`config.mk`:
```
export PLATFORM = sky130hd
export DESIGN_NAME = directory_coherence_controller
export DESIGN_NICKNAME = d
export VERILOG_FILES = /design/src/hdl/dcc_pkg.sv /design/src/hdl/dcc_ram.sv /design/src/hdl/dcc_mod.sv /design/src/hdl/directory_coherence_controller.sv
export SDC_FILE = /design/constraint.sdc
export NUM_CORES = 2
export LEC_CHECK = 0
export BUFFER_PORTS_ARGS = -buffer_cell sky130_fd_sc_hd__buf_4
export CORE_MARGIN = 1.5
export CORE_UTILIZATION = 30
export DETAILED_ROUTE_END_ITERATION = 8
export PLACE_DENSITY_LB_ADDON = 0.05
export SLEW_MARGIN = 0
export SYNTH_ARGS = -nofsm -noshare
export SYNTH_HDL_FRONTEND = slang
export SYNTH_MEMORY_MAX_BITS = 65536
export SYNTH_SLANG_ARGS = --single-unit
```
`constraint.sdc`:
```
create_clock -name clk -period 13.2 [get_ports clk]
set_input_delay 0.66 -clock clk [delete_from_list [all_inputs] [get_ports clk]]
set_output_delay 0.66 -clock clk [all_outputs]
set_load 0.01 [all_outputs]
```
`src/hdl/dcc_pkg.sv`:
```
// Shared types and constants of the directory coherence controller.
package dcc_pkg;

  localparam logic [1:0] ST_INV = 2'd0;
  localparam logic [1:0] ST_SHR = 2'd1;
  localparam logic [1:0] ST_EXC = 2'd2;

  localparam logic [1:0] STS_DONE    = 2'd0;
  localparam logic [1:0] STS_BAD_CPU = 2'd1;
  localparam logic [1:0] STS_BAD_BLK = 2'd2;

  localparam logic [1:0] REG_CPUS   = 2'd0;
  localparam logic [1:0] REG_LINES  = 2'd1;
  localparam logic [1:0] REG_BLOCKS = 2'd2;

  localparam int CPU_W   = 4;
  localparam int BLK_W   = 7;
  localparam int SHR_W   = 16;
  localparam int CFG_W   = 8;

  // result word fields
  typedef struct packed {
    logic [BLK_W-1:0] evicted_block;
    logic             evicted;
    logic [SHR_W-1:0] sharers;
    logic [1:0]       directory_state;
    logic [1:0]       line_state;
    logic             hit;
    logic [1:0]       status;
  } result_t;

endpackage

```
`src/hdl/dcc_ram.sv`:
```
// Generic single-port RAM with registered read.
module dcc_ram #(
  parameter int WIDTH = 8,
  parameter int DEPTH = 16
) (
  input  logic                     clk,
  input  logic                     we,
  input  logic [$clog2(DEPTH)-1:0] addr,
  input  logic [WIDTH-1:0]         wdata,
  output logic [WIDTH-1:0]         rdata
);
  logic [WIDTH-1:0] mem [DEPTH];

  always_ff @(posedge clk) begin
    if (we) mem[addr] <= wdata;
    rdata <= mem[addr];
  end
endmodule

```
`src/hdl/dcc_mod.sv`:
```
// Iterative remainder unit: block mod lines, one subtract-compare per cycle.
module dcc_mod #(
  parameter int VW = 7,
  parameter int DW = 5
) (
  input  logic          clk,
  input  logic          rst_n,
  input  logic          start,
  input  logic [VW-1:0] value,
  input  logic [DW-1:0] divisor,
  output logic          done,
  output logic [VW-1:0] rem
);
  localparam int CW = $clog2(VW + 1);
  logic [VW-1:0] rem_r, rem_nxt;
  logic [VW-1:0] q_r, q_nxt;
  logic [CW-1:0] cnt_r, cnt_nxt;
  logic          busy_r, busy_nxt;
  logic [VW:0]   trial;

  // restoring division, one quotient bit per cycle
  always_comb begin
    rem_nxt  = rem_r;
    q_nxt    = q_r;
    cnt_nxt  = cnt_r;
    busy_nxt = busy_r;
    trial    = {rem_r, q_r[VW-1]};
    if (start) begin
      rem_nxt  = '0;
      q_nxt    = value;
      cnt_nxt  = CW'(VW);
      busy_nxt = 1'b1;
    end else if (busy_r) begin
      q_nxt = {q_r[VW-2:0], 1'b0};
      if (trial >= (VW+1)'(divisor)) rem_nxt = VW'(trial - (VW+1)'(divisor));
      else rem_nxt = trial[VW-1:0];
      cnt_nxt = cnt_r - 1'b1;
      if (cnt_r == CW'(1)) busy_nxt = 1'b0;
    end
  end

  always_ff @(posedge clk) begin
    if (!rst_n) begin
      busy_r <= 1'b0;
      cnt_r  <= '0;
    end else begin
      busy_r <= busy_nxt;
      cnt_r  <= cnt_nxt;
    end
    rem_r <= rem_nxt;
    q_r   <= q_nxt;
  end

  assign done = busy_r && (cnt_r == CW'(1));
  assign rem  = rem_nxt;
endmodule

```
`src/hdl/directory_coherence_controller.sv`:
```
// Directory coherence controller (MSI) for up to MAX_CPUS private direct-mapped caches.
// One request word is handled at a time: in_tready is low from acceptance until the result
// word has been taken, and rises the cycle after that handshake. out_tvalid rises once the
// line index (block mod lines) has come from a bit-serial remainder unit and the requester
// line and the directory entry have been read and written through single-port memories.
// Evicting a different valid block adds a read and a write-back of its directory entry. When
// a write takes ownership, or a read misses on an exclusive block, and other sharer bits are
// set, a sequencer walks all MAX_CPUS sharer bits, with a read state for every bit and a
// write state added for each set bit. An out-of-range CPU or block goes straight to the
// result. After reset the line-state memory (MAX_CPUS*MAX_LINES entries) and the directory
// (MAX_BLOCKS entries) are cleared in one joint pass before in_tready rises.
module directory_coherence_controller #(
  parameter int MAX_CPUS   = 16,
  parameter int MAX_LINES  = 16,
  parameter int MAX_BLOCKS = 128
) (
  input  logic        clk,
  input  logic        rst_n,
  input  logic        in_tvalid,
  output logic        in_tready,
  input  logic [15:0] in_tdata,   // action[0], cpu[4:1], block[11:5]
  output logic        out_tvalid,
  input  logic        out_tready,
  output logic [31:0] out_tdata,  // status[1:0], hit[2], line_state[4:3],
                                  // directory_state[6:5], sharers[22:7],
                                  // evicted[23], evicted_block[30:24]
  input  logic        cfg_we,
  input  logic [1:0]  cfg_index,
  input  logic [7:0]  cfg_wdata
);
  localparam int CW  = $clog2(MAX_CPUS);
  localparam int LW  = (MAX_LINES > 1) ? $clog2(MAX_LINES) : 1;
  localparam int BW  = $clog2(MAX_BLOCKS);
  localparam int NL  = MAX_CPUS * MAX_LINES;
  localparam int PW  = $clog2(NL);
  localparam int CLRW = (PW > BW ? PW : BW) + 1;
  localparam int BLK_W = dcc_pkg::BLK_W;
  localparam int SHR_W = dcc_pkg::SHR_W;

  localparam logic [3:0] S_CLR   = 4'd0;
  localparam logic [3:0] S_IDLE  = 4'd1;
  localparam logic [3:0] S_MOD   = 4'd2;
  localparam logic [3:0] S_RDL   = 4'd3;
  localparam logic [3:0] S_LINE  = 4'd4;
  localparam logic [3:0] S_RDO   = 4'd5;
  localparam logic [3:0] S_EVW   = 4'd6;
  localparam logic [3:0] S_RDN   = 4'd7;
  localparam logic [3:0] S_NEW   = 4'd8;
  localparam logic [3:0] S_WRD   = 4'd9;
  localparam logic [3:0] S_WALKR = 4'd10;
  localparam logic [3:0] S_WALKW = 4'd11;
  localparam logic [3:0] S_WRL   = 4'd12;
  localparam logic [3:0] S_OUT   = 4'd13;

  logic [3:0] st_r, st_nxt;
  logic [4:0] ncpu_r;
  logic [4:0] nlin_r;
  logic [dcc_pkg::CFG_W-1:0] nblk_r;

  logic             wr_r;
  logic [CW-1:0]    cpu_r;
  logic [BLK_W-1:0] blk_r;
  logic [LW-1:0]    idx_r;
  logic [1:0]       ls_r;
  logic [BLK_W-1:0] old_r;
  logic             hit_r;
  logic             ev_r;
  logic [1:0]       nls_r;
  logic [1:0]       dst_r;
  logic [MAX_CPUS-1:0] dsh_r;
  logic [MAX_CPUS-1:0] walk_sh_r;
  logic             walk_inv_r;
  logic [CW:0]      wc_r;
  logic [CLRW-1:0]  clr_r;
  dcc_pkg::result_t res_r;
  logic             ovalid_r;

  // config
  always_ff @(posedge clk) begin
    if (!rst_n) begin
      ncpu_r <= 5'd16;
      nlin_r <= 5'd16;
      nblk_r <= 8'd128;
    end else if (cfg_we) begin
      unique case (cfg_index)
        dcc_pkg::REG_CPUS:   ncpu_r <= cfg_wdata[4:0];
        dcc_pkg::REG_LINES:  nlin_r <= cfg_wdata[4:0];
        dcc_pkg::REG_BLOCKS: nblk_r <= cfg_wdata;
        default: ;
      endcase
    end
  end

  // effective limits
  logic [7:0] ecpu, elin, eblk;
  always_comb begin
    ecpu = (32'(ncpu_r) > MAX_CPUS)   ? 8'(MAX_CPUS)  : 8'(ncpu_r);
    eblk = (32'(nblk_r) > MAX_BLOCKS) ? 8'(MAX_BLOCKS) : nblk_r;
    elin = (32'(nlin_r) > MAX_LINES)  ? 8'(MAX_LINES) : 8'(nlin_r);
    if (elin == 8'd0) elin = 8'd1;
  end

  logic                      in_wr;
  logic [dcc_pkg::CPU_W-1:0] in_cpu;
  logic [BLK_W-1:0]          in_blk;
  assign in_wr  = in_tdata[0];
  assign in_cpu = in_tdata[4:1];
  assign in_blk = in_tdata[11:5];
  logic acc;
  assign acc = in_tvalid && in_tready;
  assign in_tready = (st_r == S_IDLE) && !ovalid_r;

  // cpu is checked before block
  logic [1:0] in_sts;
  always_comb begin
    priority if ({4'd0, in_cpu} >= ecpu) in_sts = dcc_pkg::STS_BAD_CPU;
    else if ({1'b0, in_blk} >= eblk) in_sts = dcc_pkg::STS_BAD_BLK;
    else in_sts = dcc_pkg::STS_DONE;
  end

  // remainder unit
  logic mod_start, mod_done;
  logic [BLK_W-1:0] mod_rem;
  dcc_mod #(.VW(BLK_W), .DW(5)) u_mod (
    .clk(clk), .rst_n(rst_n), .start(mod_start), .value(in_blk),
    .divisor(elin[4:0]), .done(mod_done), .rem(mod_rem)
  );

  // memories: line state, line tag, directory (state + sharers)
  logic          ls_we;   logic [PW-1:0] ls_a;  logic [1:0] ls_wd, ls_rd;
  logic          tg_we;   logic [BLK_W-1:0] tg_rd;
  logic          dr_we;   logic [BW-1:0] dr_a;
  logic [MAX_CPUS+1:0] dr_wd, dr_rd;

  dcc_ram #(.WIDTH(2), .DEPTH(NL)) u_ls (
    .clk(clk), .we(ls_we), .addr(ls_a), .wdata(ls_wd), .rdata(ls_rd));
  dcc_ram #(.WIDTH(BLK_W), .DEPTH(NL)) u_tag (
    .clk(clk), .we(tg_we), .addr(ls_a), .wdata(blk_r), .rdata(tg_rd));
  dcc_ram #(.WIDTH(MAX_CPUS+2), .DEPTH(MAX_BLOCKS)) u_dir (
    .clk(clk), .we(dr_we), .addr(dr_a), .wdata(dr_wd), .rdata(dr_rd));

  // line address: cpu * MAX_LINES + index
  logic [PW-1:0] req_pos, walk_pos;
  assign req_pos  = PW'(cpu_r) * PW'(MAX_LINES) + PW'(idx_r);
  assign walk_pos = PW'(wc_r[CW-1:0]) * PW'(MAX_LINES) + PW'(idx_r);

  logic [MAX_CPUS-1:0] req_bit;
  assign req_bit = MAX_CPUS'(1) << cpu_r;

  logic [MAX_CPUS-1:0] old_sh_after;
  assign old_sh_after = dr_rd[MAX_CPUS-1:0] & ~req_bit;

  always_comb begin
    st_nxt = st_r;
    mod_start = 1'b0;
    ls_we = 1'b0; ls_a = req_pos; ls_wd = nls_r;
    tg_we = 1'b0;
    dr_we = 1'b0; dr_a = BW'(blk_r); dr_wd = {dst_r, dsh_r};
    unique case (st_r)
      S_CLR: begin
        ls_we = (32'(clr_r) < NL);
        ls_a  = clr_r[PW-1:0];
        ls_wd = dcc_pkg::ST_INV;
        dr_we = (32'(clr_r) < MAX_BLOCKS);
        dr_a  = clr_r[BW-1:0];
        dr_wd = '0;
        if (32'(clr_r) >= NL - 1 && 32'(clr_r) >= MAX_BLOCKS - 1) st_nxt = S_IDLE;
      end
      S_IDLE: if (acc) begin
        if (in_sts != dcc_pkg::STS_DONE) st_nxt = S_OUT;
        else begin
          mod_start = 1'b1;
          st_nxt = S_MOD;
        end
      end
      S_MOD:   if (mod_done) st_nxt = S_RDL;
      S_RDL:   st_nxt = S_LINE;
      S_LINE: begin
        dr_a = BW'(tg_rd);
        if (ls_rd != dcc_pkg::ST_INV && tg_rd != blk_r) st_nxt = S_RDO;
        else st_nxt = S_RDN;
      end
      S_RDO: begin
        dr_a = BW'(old_r);
        st_nxt = S_EVW;
      end
      S_EVW: begin
        dr_a  = BW'(old_r);
        dr_we = 1'b1;
        // shared eviction keeps the directory state while other sharers remain
        if (ls_r == dcc_pkg::ST_EXC || old_sh_after == '0) dr_wd = '0;
        else dr_wd = {dr_rd[MAX_CPUS+1:MAX_CPUS], old_sh_after};
        st_nxt = S_RDN;
      end
      S_RDN: st_nxt = S_NEW;
      S_NEW: st_nxt = S_WRD;
      S_WRD: begin
        dr_we = 1'b1;
        st_nxt = (walk_sh_r != '0) ? S_WALKR : S_WRL;
      end
      S_WALKR: begin
        ls_a = walk_pos;
        if (!walk_sh_r[wc_r[CW-1:0]]) begin
          if (32'(wc_r) == MAX_CPUS - 1) st_nxt = S_WRL;
        end else st_nxt = S_WALKW;
      end
      S_WALKW: begin
        ls_a  = walk_pos;
        ls_we = walk_inv_r || (ls_rd == dcc_pkg::ST_EXC);
        ls_wd = walk_inv_r ? dcc_pkg::ST_INV : dcc_pkg::ST_SHR;
        st_nxt = (32'(wc_r) == MAX_CPUS - 1) ? S_WRL : S_WALKR;
      end
      S_WRL: begin
        ls_we = 1'b1;
        tg_we = 1'b1;
        st_nxt = S_OUT;
      end
      S_OUT: st_nxt = S_IDLE;
      default: st_nxt = S_IDLE;
    endcase
  end

  always_ff @(posedge clk) begin
    if (!rst_n) begin
      st_r     <= S_CLR;
      clr_r    <= '0;
      ovalid_r <= 1'b0;
      wc_r     <= '0;
    end else begin
      st_r <= st_nxt;
      if (st_r == S_CLR) clr_r <= clr_r + 1'b1;
      if (out_tvalid && out_tready) ovalid_r <= 1'b0;
      else if (st_r == S_OUT) ovalid_r <= 1'b1;
      if (st_r == S_WRD) wc_r <= '0;
      else if ((st_r == S_WALKR && !walk_sh_r[wc_r[CW-1:0]]) || st_r == S_WALKW)
        wc_r <= wc_r + 1'b1;
    end
  end

  // datapath registers
  always_ff @(posedge clk) begin
    unique case (st_r)
      S_IDLE: if (acc) begin
        wr_r  <= in_wr;
        cpu_r <= CW'(in_cpu);
        blk_r <= in_blk;
        res_r <= dcc_pkg::result_t'({29'd0, in_sts});
      end
      S_MOD: if (mod_done) idx_r <= LW'(mod_rem);
      S_LINE: begin
        ls_r  <= ls_rd;
        old_r <= tg_rd;
        hit_r <= (ls_rd != dcc_pkg::ST_INV) && (tg_rd == blk_r);
        ev_r  <= (ls_rd != dcc_pkg::ST_INV) && (tg_rd != blk_r);
      end
      S_NEW: begin
        walk_inv_r <= wr_r;
        if (wr_r && !(hit_r && ls_r == dcc_pkg::ST_EXC)) begin
          nls_r <= dcc_pkg::ST_EXC;
          dst_r <= dcc_pkg::ST_EXC;
          dsh_r <= req_bit;
          walk_sh_r <= dr_rd[MAX_CPUS-1:0] & ~req_bit;
        end else if (!wr_r && !hit_r) begin
          nls_r <= dcc_pkg::ST_SHR;
          dst_r <= dcc_pkg::ST_SHR;
          dsh_r <= dr_rd[MAX_CPUS-1:0] | req_bit;
          walk_sh_r <= (dr_rd[MAX_CPUS+1:MAX_CPUS] == dcc_pkg::ST_EXC) ?
                       (dr_rd[MAX_CPUS-1:0] & ~req_bit) : '0;
        end else begin
          nls_r <= ls_r;
          dst_r <= dr_rd[MAX_CPUS+1:MAX_CPUS];
          dsh_r <= dr_rd[MAX_CPUS-1:0];
          walk_sh_r <= '0;
        end
      end
      S_WRL: begin
        res_r <= {(ev_r ? old_r : BLK_W'(0)), ev_r, SHR_W'(dsh_r), dst_r, nls_r, hit_r,
                  res_r.status};
      end
      default: ;
    endcase
  end

  assign out_tvalid = ovalid_r;
  assign out_tdata  = {1'b0, res_r};
endmodule
```
==> run summary <==
The quantity of gates resized following cts is 0, and the final critical-path share of the clock period is 0.534. For this design the ratio of total power to cell area is 196 nW/µm². The endpoint required time on the critical path came out at 14.13 ns.

The part of the power in the clock network is 0.351. Counting distinct cell types in the post-synthesis netlist gives 90. The per-cell routed wire length was 33.7 µm; the height of the chip was 793 µm. The summed area of non-filler cells in the final layout was 217,000 µm².

The analysis attributes to cell leakage a power of 68.4 nW. The post-synthesis async set-or-reset flop share came out at 0. Global routing finished with a remaining overflow of 0.

The number of hold buffers added after cts is 25. The portion of total power attributed to sequential cells was 0.410; the number of vias after detailed routing was 105,000. The DRC violation total after the first TritonRoute iteration was 9,725; the power dissipated by switching net loads was 0.0137 W.

The horizontal die dimension was 793 µm; the cell area after synthesis was 187,000 µm². The floorplan step defined a core boundary enclosing 623,000 µm². Along the worst path, the maximum fanout reaches 43. For the tightest slew margin relative to the limit, the log shows -0.0504.

Static timing analysis puts the maximum clock frequency at 0.142 GHz. The synthesized design contains 4,710 enable-type register cells. The tools report the aggregate global-route resource usage as 0.212.

The first global-routing pass estimated 927,000 µm of wire. The final reports fail on slew limit. The first detailed-routing pass took 8 iterations.

The placement row count is 290, and the standard cell area after detailed placement is 200,000 µm². Once detailed placement completed, the half-perimeter wirelength came to 408,000 µm. For the final database, setup skew stands at 0.0704 ns.

The tools report the net count after synthesis as 11,100. The min-delay analysis places its worst path in the category in -> reg. In the final design database the tool counted 11,500 nets.

The switching share of total power was 0.321; the number of H-tree levels was 6. The share of final-layout standard cells stronger than drive strength 1 is 0.184, and the max-capacitance violation count is 0. The instance count of the mapped netlist is 11,100.

The via count of the first global-routing pass came out at 107,000. Number of endpoints with negative hold slack in the final report: 0. The worst setup path is captured at a register. The number of buffers added on ports is 59. The critical path is of the reg -> reg type. Counting flops and latches in the post-synthesis netlist gives 4,785. The final weighted congestion in routability-driven placement came out at 0.794.

Initial antenna violation count: 43. The fraction of the yosys area taken by sequential cells is 0.763, and the met3 global-route usage is 0.0238. TritonCTS built the clock tree. The growth of design area from synthesis to finish was 16.0%.

The flow ran to the end, but the final reports show violations. The layer with the highest usage after global routing was met2. At the pin with the least slew margin, the transition time is 1.58 ns.

The die covers 629,000 µm². The final critical path time including I/O delays and setup was 7.04 ns. The most used flip-flop cell after synthesis is sky130_fd_sc_hd__edfxtp_1.

Data on the critical path arrives at its endpoint at 7.98 ns. Setup repair after global routing left no endpoint under its margin. The logs give 177 for the pin count of the biggest net entering global routing and 0.0427 W for the power consumption.

The met2 track demand over resource in global routing is 0.365, and the smallest setup slack after layout is 6.16 ns. Average via count per standard cell: 5.18. The tools report the number of top-level pins as 65.

The pre-CTS worst setup slack came out at 6.26 ns. Per-instance average area after synthesis: 17.0 µm². For the met1 track utilization from global routing, the log shows 0.284. The internal power of the cells totals 0.0290 W. Buffers inserted during clock tree synthesis total 566.

The post-CTS clock slew at the launch and capture registers of the worst setup and hold paths is 0.06 ns, and the effective utilization at floorplan is 0.301. CTS saw 4,785 sinks. The worst setup path is launched from a register. The root buffer cell chosen for the clock tree is sky130_fd_sc_hd__clkbuf_16. Once the clock tree was built, the setup fixing pass inserted 0 buffers. Adding up every negative setup slack in the final design gives 0 ns. The part of the power in combinational logic is 0.239, and the total count of max-transition violations in the final report is 37. Setup violations remaining at the end of the flow were counted as 0. IR analysis of the VDD net gives a maximum drop of 0.000162 V. The detail route stage leaves a number of antenna-violating nets equal to 0.

In the routed design, unresolved DRC markers number 0. The logs give 4 for the largest buffer count on any clock path and 0 for the count of synthesis-stage warnings from yosys. The later pin in the worst-skew pair is clocked with a latency of 1.09 ns. After detailed routing, the total wire length is 680,000 µm.
==> kinds of logic after synthesis <==
family / Yosys count / synth area share
flip-flops: 4785 / 0.763
AND/OR/NAND/NOR: 3446 / 0.0789
AO/OA/AOI/OAI: 1109 / 0.0425
multiplexers: 906 / 0.0941
buffers and inverters: 758 / 0.0191
adder cells (fa/ha/maj): 23 / 0.00158
XOR/XNOR: 22 / 0.00103
other: 1 / 0.0000200
==> registers in the layout, summed over array words and instances, names as in the netlist, 8 cells and up <==
register	count
clr_r	9
dsh_r	16
nblk_r	8
out_tdata	31
u_dir.mem	2304
u_dir.rdata	18
u_ls.mem	512
u_tag.mem	1792
walk_sh_r	16
==> cell usage in the layout, fill, tap and decap left out, drive strengths merged, types with 124 or more instances in the layout <==
cell type and n:
edfxtp 4710, nand2 1621, nor2 807, clkbuf 743, mux4 683, nand3 588
buf 481, a22oi 343, mux2i 213, clkinv 208, nand4 177, o21ai 134
a21oi 124
==> worst max-delay path, stage by stage (launching register included) <==
cell and delay [ns]:
sky130_fd_sc_hd__dfxtp_1 0.52, sky130_fd_sc_hd__buf_4 0.31, sky130_fd_sc_hd__o41a_1 0.75, sky130_fd_sc_hd__a21oi_4 0.46, sky130_fd_sc_hd__buf_4 0.50, sky130_fd_sc_hd__buf_4 0.59, sky130_fd_sc_hd__buf_4 0.66, sky130_fd_sc_hd__nand3_1 0.15
sky130_fd_sc_hd__a31oi_1 0.36, sky130_fd_sc_hd__a2111oi_0 0.17, sky130_fd_sc_hd__buf_4 0.21, sky130_fd_sc_hd__nor4_2 1.04, sky130_fd_sc_hd__o311ai_1 0.44, sky130_fd_sc_hd__or4_1 0.57
==> synthesized netlist by cell type, types with 8 or more instances <==
| cell | number | area [µm²] |
|---|---|---|
| sky130_fd_sc_hd__buf_1 | 74 | 278 |
| sky130_fd_sc_hd__o2111ai_1 | 10 | 87.6 |
| sky130_fd_sc_hd__ha_1 | 22 | 275 |
| sky130_fd_sc_hd__o21ai_0 | 131 | 656 |
| sky130_fd_sc_hd__nor4_1 | 18 | 113 |
| sky130_fd_sc_hd__mux2_2 | 10 | 113 |
| sky130_fd_sc_hd__mux2i_1 | 213 | 2130 |
| sky130_fd_sc_hd__xnor2_1 | 10 | 87.6 |
| sky130_fd_sc_hd__buf_4 | 64 | 480 |
| sky130_fd_sc_hd__o31ai_1 | 9 | 67.6 |
| sky130_fd_sc_hd__nor2_1 | 799 | 3000 |
| sky130_fd_sc_hd__nand2b_1 | 27 | 169 |
| sky130_fd_sc_hd__a21o_1 | 17 | 128 |
| sky130_fd_sc_hd__dfxtp_1 | 75 | 1500 |
| sky130_fd_sc_hd__a32oi_1 | 118 | 1030 |
| sky130_fd_sc_hd__a311oi_1 | 56 | 490 |
| sky130_fd_sc_hd__clkbuf_1 | 281 | 1050 |
| sky130_fd_sc_hd__a221oi_1 | 28 | 245 |
| sky130_fd_sc_hd__mux4_2 | 683 | 15400 |
| sky130_fd_sc_hd__a31oi_1 | 107 | 669 |
| sky130_fd_sc_hd__buf_6 | 19 | 214 |
| sky130_fd_sc_hd__or2_2 | 10 | 62.6 |
| sky130_fd_sc_hd__o211ai_1 | 13 | 97.6 |
| sky130_fd_sc_hd__inv_1 | 36 | 135 |
| sky130_fd_sc_hd__nand2_1 | 1621 | 6080 |
| sky130_fd_sc_hd__a211oi_1 | 47 | 353 |
| sky130_fd_sc_hd__o221ai_1 | 11 | 96.3 |
| sky130_fd_sc_hd__a221o_1 | 8 | 80.1 |
| sky130_fd_sc_hd__and2_1 | 20 | 125 |
| sky130_fd_sc_hd__o22ai_1 | 17 | 106 |
| sky130_fd_sc_hd__a22oi_1 | 343 | 2570 |
| sky130_fd_sc_hd__nor3_1 | 43 | 215 |
| sky130_fd_sc_hd__a2111oi_0 | 9 | 78.8 |
| sky130_fd_sc_hd__a21oi_1 | 121 | 606 |
| sky130_fd_sc_hd__nand3_1 | 587 | 2940 |
| sky130_fd_sc_hd__edfxtp_1 | 4710 | 141000 |
| sky130_fd_sc_hd__buf_2 | 283 | 1420 |
| sky130_fd_sc_hd__xor2_1 | 12 | 105 |
| sky130_fd_sc_hd__and3_1 | 85 | 532 |
| sky130_fd_sc_hd__nor2_2 | 8 | 50.1 |
| sky130_fd_sc_hd__nand4_1 | 177 | 1110 |
| sky130_fd_sc_hd__nor2b_1 | 13 | 81.3 |
==> cell type report <==
class	instances	area, µm²
diodes	30	75.1
clock buffers	743	15200
clock inverters	264	2270
fillers	59200	406000
inverters	37	139
multi-input cells	5507	42200
flip-flops and latches	4785	143000
well taps	8322	10400
repair buffers	506	4210
==> power groups by stage <==
| stage | clock network (W) | registers [W] | logic, W |
|---|---|---|---|
| 2_1_floorplan | 0 | 0.0179 | 0.00570 |
| 3_3_place_gp | 0 | 0.0178 | 0.0105 |
| 3_5_place_dp | 0 | 0.0178 | 0.0105 |
| 4_1_cts | 0.0153 | 0.0175 | 0.0105 |
| 5_1_grt | 0.0159 | 0.0175 | 0.0108 |
| 6_report | 0.0150 | 0.0175 | 0.0102 |
==> metal layers <==
metal	part of all wire	wire, µm	vias up
li1	-	-	44400
met1	0.43	293000	56500
met2	0.50	340000	2932
met3	0.042	28600	787
met4	0.028	18800	2
met5	0.000016	11	-
==> worst paths after layout <==
| kind | depth (start not counted) | end | from | slack (ns) |
|---|---|---|---|---|
| min | 4 | ncpu_r[0]$_SDFFE_PN0P_ | cfg_index[0] | 0.1 |
| max reg2reg | 13 | u_tag.rdata[1]$_DFF_P_ | st_r[3]$_SDFFE_PN0P_ | 6.16 |
| min reg2reg | 2 | wc_r[4]$_SDFFE_PP0P_ | wc_r[4]$_SDFFE_PP0P_ | 0.50 |
| max | 13 | u_tag.rdata[1]$_DFF_P_ | st_r[3]$_SDFFE_PN0P_ | 6.16 |
==> through the flow <==
stage | hold slack (ns) | cells | util
floorplan | 0.440 | 11100 | -
global placement | 0.476 | 19100 | 0.320
detailed placement | 0.487 | 19100 | 0.320
CTS | 0.0192 | 20200 | 0.349
global route | 0.0656 | 20200 | 0.349
finish | 0.0990 | 20200 | 0.349
No activity file was read; power rests on OpenSTA's default activity.
